--- config.mk ---
export PLATFORM = sky130hd
export DESIGN_NAME = tpi_back
export DESIGN_NICKNAME = d
export VERILOG_FILES = /design/src/hw/rtl/tpi_pkg.sv /design/src/hw/rtl/tpi_back.sv
export SDC_FILE = /design/constraint.sdc
export NUM_CORES = 1
export LEC_CHECK = 0
export BUFFER_PORTS_ARGS = -buffer_cell sky130_fd_sc_hd__buf_2
export CELL_PAD_IN_SITES_DETAIL_PLACEMENT = 1
export CELL_PAD_IN_SITES_GLOBAL_PLACEMENT = 2
export CORE_MARGIN = 2
export CORE_UTILIZATION = 38
export CTS_CLUSTER_DIAMETER = 50
export CTS_CLUSTER_SIZE = 28
export DETAILED_ROUTE_END_ITERATION = 6
export HOLD_SLACK_MARGIN = 0.1
export PLACE_DENSITY_LB_ADDON = 0.1
export SYNTH_ARGS = -nofsm -noshare
export SYNTH_HDL_FRONTEND = slang
export SYNTH_SLANG_ARGS = --single-unit
export TNS_END_PERCENT = 1
--- constraint.sdc ---
create_clock -name i_clk -period 10.2 [get_ports i_clk]
set_input_delay 0.51 -clock i_clk [delete_from_list [all_inputs] [get_ports i_clk]]
set_output_delay 0.51 -clock i_clk [all_outputs]
set_load 0.005 [all_outputs]
--- src/hw/rtl/tpi_pkg.sv ---
`timescale 1ns / 1ps
// ----------------------------------------------------------------------------
// tpi_pkg
// Shared types, constants and width helpers of the trapezoid profile
// integrator.
// ----------------------------------------------------------------------------
package tpi_pkg;

    localparam int FRAC_BITS_DEF = 16;

    localparam int DEPTH_W = 17;
    localparam int HALF_W  = 31;
    localparam int RAMP_W  = 31;
    localparam int POINT_W = 32;
    localparam int VALUE_W = 35;

    localparam int CFG_IDX_W  = 2;
    localparam int CFG_DATA_W = 31;

    localparam logic [DEPTH_W-1:0] DEPTH_RST = 17'd6554;
    localparam logic [HALF_W-1:0]  HALF_RST  = 31'd6554;
    localparam logic [RAMP_W-1:0]  RAMP_RST  = 31'd13107;

    // divisor is twice the ramp width; quotient never exceeds depth * ramp
    localparam int DEN_W = RAMP_W + 1;
    localparam int QUO_W = DEPTH_W + RAMP_W;
    localparam int NUM_W = DEN_W + QUO_W;

    localparam longint OUT_MAX = 64'sd17179869183;
    localparam longint OUT_MIN = -64'sd17179869184;

    typedef enum logic [0:0] {
        OP_EVAL  = 1'b0,
        OP_INTEG = 1'b1
    } t_op;

    typedef enum logic [CFG_IDX_W-1:0] {
        REG_DEPTH = 2'd0,
        REG_HALF  = 2'd1,
        REG_RAMP  = 2'd2
    } t_cfg_idx;

    typedef struct packed {
        logic [DEPTH_W-1:0] depth;
        logic [HALF_W-1:0]  half;
        logic [RAMP_W-1:0]  ramp;
    } t_cfg;

    typedef struct packed {
        t_op  op;
        logic zero;
        logic neg;
        logic flat;
        logic ramp;
        logic rzero;
    } t_flags;

    // signed width of the exact area, which carries FRAC_BITS fraction bits
    function automatic int area_width(input int frac);
        return ((frac + 33 > 50) ? frac + 33 : 50) + 2;
    endfunction

    // signed width of a profile value
    function automatic int eval_width(input int frac);
        return ((frac > DEPTH_W) ? frac : DEPTH_W) + 3;
    endfunction

endpackage

--- src/hw/rtl/tpi_back.sv ---
`timescale 1ns / 1ps
// ----------------------------------------------------------------------------
// tpi_back
// Ramp correction, profile value selection, rounding, sign and saturation,
// then the output register.
// ----------------------------------------------------------------------------
module tpi_back #(
    parameter int FRAC_BITS = tpi_pkg::FRAC_BITS_DEF
) (
    input  logic                                     i_clk,
    input  logic                                     i_rst_n,
    input  logic                                     i_valid,
    output logic                                     o_ready,
    input  logic [tpi_pkg::QUO_W-1:0]                i_quot,
    input  logic                                     i_rem_nz,
    input  logic signed [tpi_pkg::area_width(FRAC_BITS)-1:0] i_lin,
    input  tpi_pkg::t_flags                          i_flags,
    input  logic [tpi_pkg::DEPTH_W-1:0]              i_depth,
    output logic                                     o_valid,
    input  logic                                     i_ready,
    output logic signed [tpi_pkg::VALUE_W-1:0]       o_value
);

    localparam int AW = tpi_pkg::area_width(FRAC_BITS);
    localparam int EW = tpi_pkg::eval_width(FRAC_BITS);
    localparam logic signed [EW-1:0] ONE_EV  = EW'(1) << FRAC_BITS;
    localparam logic signed [AW-1:0] HALF_AR = AW'(1) << (FRAC_BITS - 1);
    localparam logic signed [AW-1:0] SAT_HI  = AW'(tpi_pkg::OUT_MAX);
    localparam logic signed [AW-1:0] SAT_LO  = AW'(tpi_pkg::OUT_MIN);

    logic                 rdy1, rdy_out;
    logic                 r1_v;
    tpi_pkg::t_flags      r1_flags;
    logic signed [AW-1:0] r1_area;
    logic signed [EW-1:0] r1_ev;
    logic                 r_out_v;
    logic signed [tpi_pkg::VALUE_W-1:0] r_value;

    assign rdy_out = !r_out_v || i_ready;
    assign rdy1    = !r1_v || rdy_out;
    assign o_ready = rdy1;

    logic [tpi_pkg::QUO_W:0] dip;
    logic signed [AW-1:0]    n1_area;
    logic signed [EW-1:0]    n1_ev;

    always_comb begin
        // ceiling of the ramp dip area
        dip = i_flags.rzero ? '0 : ((tpi_pkg::QUO_W+1)'(i_quot) + (tpi_pkg::QUO_W+1)'(i_rem_nz));
        n1_area = i_lin - $signed(AW'(dip));
        if (i_flags.flat) begin
            n1_ev = ONE_EV - $signed(EW'(i_depth));
        end else if (i_flags.ramp) begin
            n1_ev = ONE_EV - $signed(EW'(i_quot));
        end else begin
            n1_ev = ONE_EV;
        end
    end

    logic signed [AW-1:0] rd, n_int, n_val, n_sat;

    always_comb begin
        rd = (r1_area + HALF_AR) >>> FRAC_BITS;
        if (r1_flags.zero) begin
            n_int = '0;
        end else if (r1_flags.neg) begin
            n_int = -rd;
        end else begin
            n_int = rd;
        end
        n_val = (r1_flags.op == tpi_pkg::OP_EVAL) ? AW'(r1_ev) : n_int;
        if (n_val > SAT_HI) begin
            n_sat = SAT_HI;
        end else if (n_val < SAT_LO) begin
            n_sat = SAT_LO;
        end else begin
            n_sat = n_val;
        end
    end

    always_ff @(posedge i_clk) begin
        if (!i_rst_n) begin
            r1_v    <= 1'b0;
            r_out_v <= 1'b0;
        end else begin
            if (rdy1)    r1_v    <= i_valid;
            if (rdy_out) r_out_v <= r1_v;
        end
        if (rdy1) begin
            r1_flags <= i_flags;
            r1_area  <= n1_area;
            r1_ev    <= n1_ev;
        end
        if (rdy_out) begin
            r_value <= tpi_pkg::VALUE_W'(n_sat);
        end
    end

    assign o_valid = r_out_v;
    assign o_value = r_value;

    a_zero_span : assert property (@(posedge i_clk) disable iff (!i_rst_n)
        r1_v && rdy_out && r1_flags.op == tpi_pkg::OP_INTEG && r1_flags.zero
        |=> o_value == '0)
        else $error("equal bounds gave a nonzero area");

endmodule

==> out/summary.txt <==
top cell type's share of synthesized area - 29.8%
post-synthesis compound-gate area fraction - 17.7%
total gr overflow - 0
Critical Path Fanout Max - 5
row count - 58
Initial DRT Pass Iterations - 4
Power Dens Cells - 127 mW/mm2
Crit-path slowest cell - a2111oi_1
Final Hold Vio Count - 0
Seq cells post-synth - 97
Setup crit end kind - register
port bufs - 164
setup bufs post-CTS - 0
Post-CTS Resized - 0
Die W - 163 um
Synth Area in Simple Gates - 25.8%
largest family of logic cells by synthesized area - simple AND/OR/NAND/NOR gates
Fin Setup TNS - 0 ns
pin count of the biggest net entering global routing - 62
cell count after synthesis - 1087
IO Count - 165
antenna violations before repair - 0
WL/cell - 16.4 um
core area - 0.0250 mm2
Max stage delay on crit path - 0.58 ns
mux cell area share after synthesis - 1.44%
DRT Wirelength - 25.5 mm
fin. max-slew vios - 0
clock skew - 0.0154 ns
Post-Synthesis Cell Area - 0.00958 mm2
Synth Area in XOR/XNOR - 14.4%
setup ws final - 4.77 ns
H-tree depth - 3
Synth cell types - 90
synthesis warning total - 0
syn_area_per_cell - 8.81 um2
Num Clock Sinks - 97
layout cells sized above 1 - 20.3%
DRC - 0
Reg clk slew, reported paths - 0.08 ns
Arr. time, crit path - 5.51 ns
area grow syn2layout - 14.0%
Setup crit start kind - input pin
WHS - 0.324 ns
total power draw - 1390 uW
worst-margin pin slew - 1.17 ns
RSZ-0062 raised after global routing - false
CTS tree - done
min cycle time layout - 5.43 ns
Final nets - 1402
GR Util All Layers - 19.4%
die area - 0.0265 mm2
WS Path Type - in -> reg
Finished Layout Cells - 1555
worst path required time - 10.29 ns
post-synthesis adder-cell area fraction - 7.05%
ANT nets after route - 0
area leader, netlist - edfxtp_1
Rel. slew slack - 22.0%
maximum VDD drop - 0.0000839 V
status - complete, no violations
CP cell instances - buf_2, ha_1, ha_1, and3_1, nand2b_1, nor4_1, nand2_1, nor2_1, nand3_1, or3_1, a21o_1, ha_1, a21oi_1, nand4b_1, a21oi_1, o21ai_1, a41oi_1, a21oi_1, a2111oi_1, xor2_1
RePlAce Congestion - 0.795
global-route wire length before repair - 41.6 mm
Syn Nets - 1269
hpwl dp - 21.1 mm
post-placement setup slack - 4.29 ns
root buf cell - clkbuf_16
Initial Util - 38.4%
die height - 163 um
Max Cap Viol - 0
Top FF cell, synth - edfxtp_1
final setup fails - 0
Max Clk Rate - 184 MHz
antenna diode count - 0
vias in the first global route - 7914
clk buf depth - 2
1st-iter DRT viols - 466
final-layout fill cell count - 3017
ys async rst share - 0%
cts hold-fix bufs - 0
Static Leak - 0.00422 uW
number of cells after detailed placement - 1539
sequential share of the synthesized area - 30.2%
Hold Crit Class - in -> reg
vias per inst - 5.28
crit share post-route - 53.2%
CTS buffer count - 9
synth top area cells - edfxtp_1 (30%), xnor2_1 (9.8%), ha_1 (7.1%)
Post-synth EDFFs - 95
clk_lat worst skew - 0.36 ns
total number of vias - 8203
placed cells by master, fill, tap and decap left out, types with 14 or more instances in the layout:
| master | count |
|---|---|
| o21ai_2 | 24 |
| buf_2 | 164 |
| nor3_1 | 29 |
| nor2_1 | 61 |
| edfxtp_1 | 95 |
| and3_1 | 18 |
| or3_1 | 14 |
| nand2_1 | 82 |
| nand2b_1 | 54 |
| nand3_1 | 52 |
| nor2b_1 | 32 |
| inv_1 | 24 |
| o31ai_1 | 14 |
| o21ai_0 | 61 |
| xnor2_1 | 107 |
| xor2_1 | 51 |
| a21o_1 | 18 |
| nand4_1 | 24 |
| a21oi_1 | 68 |
| ha_1 | 54 |
registers in the layout (all words and copies together) (netlist names):
signal    cells
r1_flags      3
o_valid       1
o_value      35
r1_ev        20
r1_area      37
r1_v          1
through the flow:
stage	area, um2	util (%)
floorplan	9580	-
global placement	10600	42.6
detailed placement	10600	42.6
CTS	10900	43.7
global route	10900	43.7
finish	10900	43.7
synthesized netlist by cell type (all sizes together), types with 16 or more instances:
library cell and count:
nand3 55, edfxtp 95, xor2 51, nand2b 54, xnor2 107, clkbuf 28
nor4 16, nand2 83, a21o 19, nand4 28, ha 54, buf 20
nor3 30, or3 17, nor2b 33, o21ai 93, inv 24, and3 19
a21oi 68, nor2 61
where the power goes:
| part | switching, uW | internal (uW) | leakage (uW) |
|---|---|---|---|
| Sequential | 69.2 | 520 | 0.00105 |
| Combinational | 262 | 211 | 0.00303 |
| Clock | 157 | 173 | 0.000143 |
| Total | 488 | 904 | 0.00422 |
cells by family after synthesis:
group | Yosys count
fa+ha+maj | 54
mux | 12
compound gates | 256
xor+xnor | 158
flops | 97
buf+inv | 72
simple gates | 438
final cells by class:
cell class              instances  area, um2  share of cell area, %
inverters                      24       90.1                  0.825
clock buffers                   9        225                   2.06
flip-flops and latches         97       2890                   26.5
clock inverters                 7       72.6                  0.665
repair buffers                170        866                   7.93
well taps                     330        413                   3.78
multi-input cells             918       6360                   58.2
routing by layer:
metal | track usage (%) | vias up | share of wire, %
met3 | 1.83 | 16 | 2.5
li1 | - | 4251 | -
met1 | 29.9 | 3812 | 54
met2 | 29.2 | 124 | 42
met5 | 0 | - | 0
met4 | 4.06 | 0 | 1.0
final timing paths:
check	start	end	slack [ns]	cells after the start
worst max-delay path	i_quot[0]	r1_area[51]$_DFFE_PP_	4.77	20
worst min-delay path	i_flags[5]	r1_flags[5]$_DFFE_PP_	0.32	1
worst max register to register	r1_area[16]$_DFFE_PP_	o_value[1]$_SDFFCE_PN1P_	5.47	11
worst min register to register	r1_v$_SDFFE_PN0P_	o_valid$_SDFFE_PN0P_	0.53	1
worst max-delay path, delay by kind of cell:
kind                     cells  cell delay, ns
AO/OA/AOI/OAI                7            1.83
XOR/XNOR                     1            0.11
adder cells (fa/ha/maj)      3            0.76
buffers and inverters        1            0.11
AND/OR/NAND/NOR              8            2.19
(Power assumes the default switching activity.)
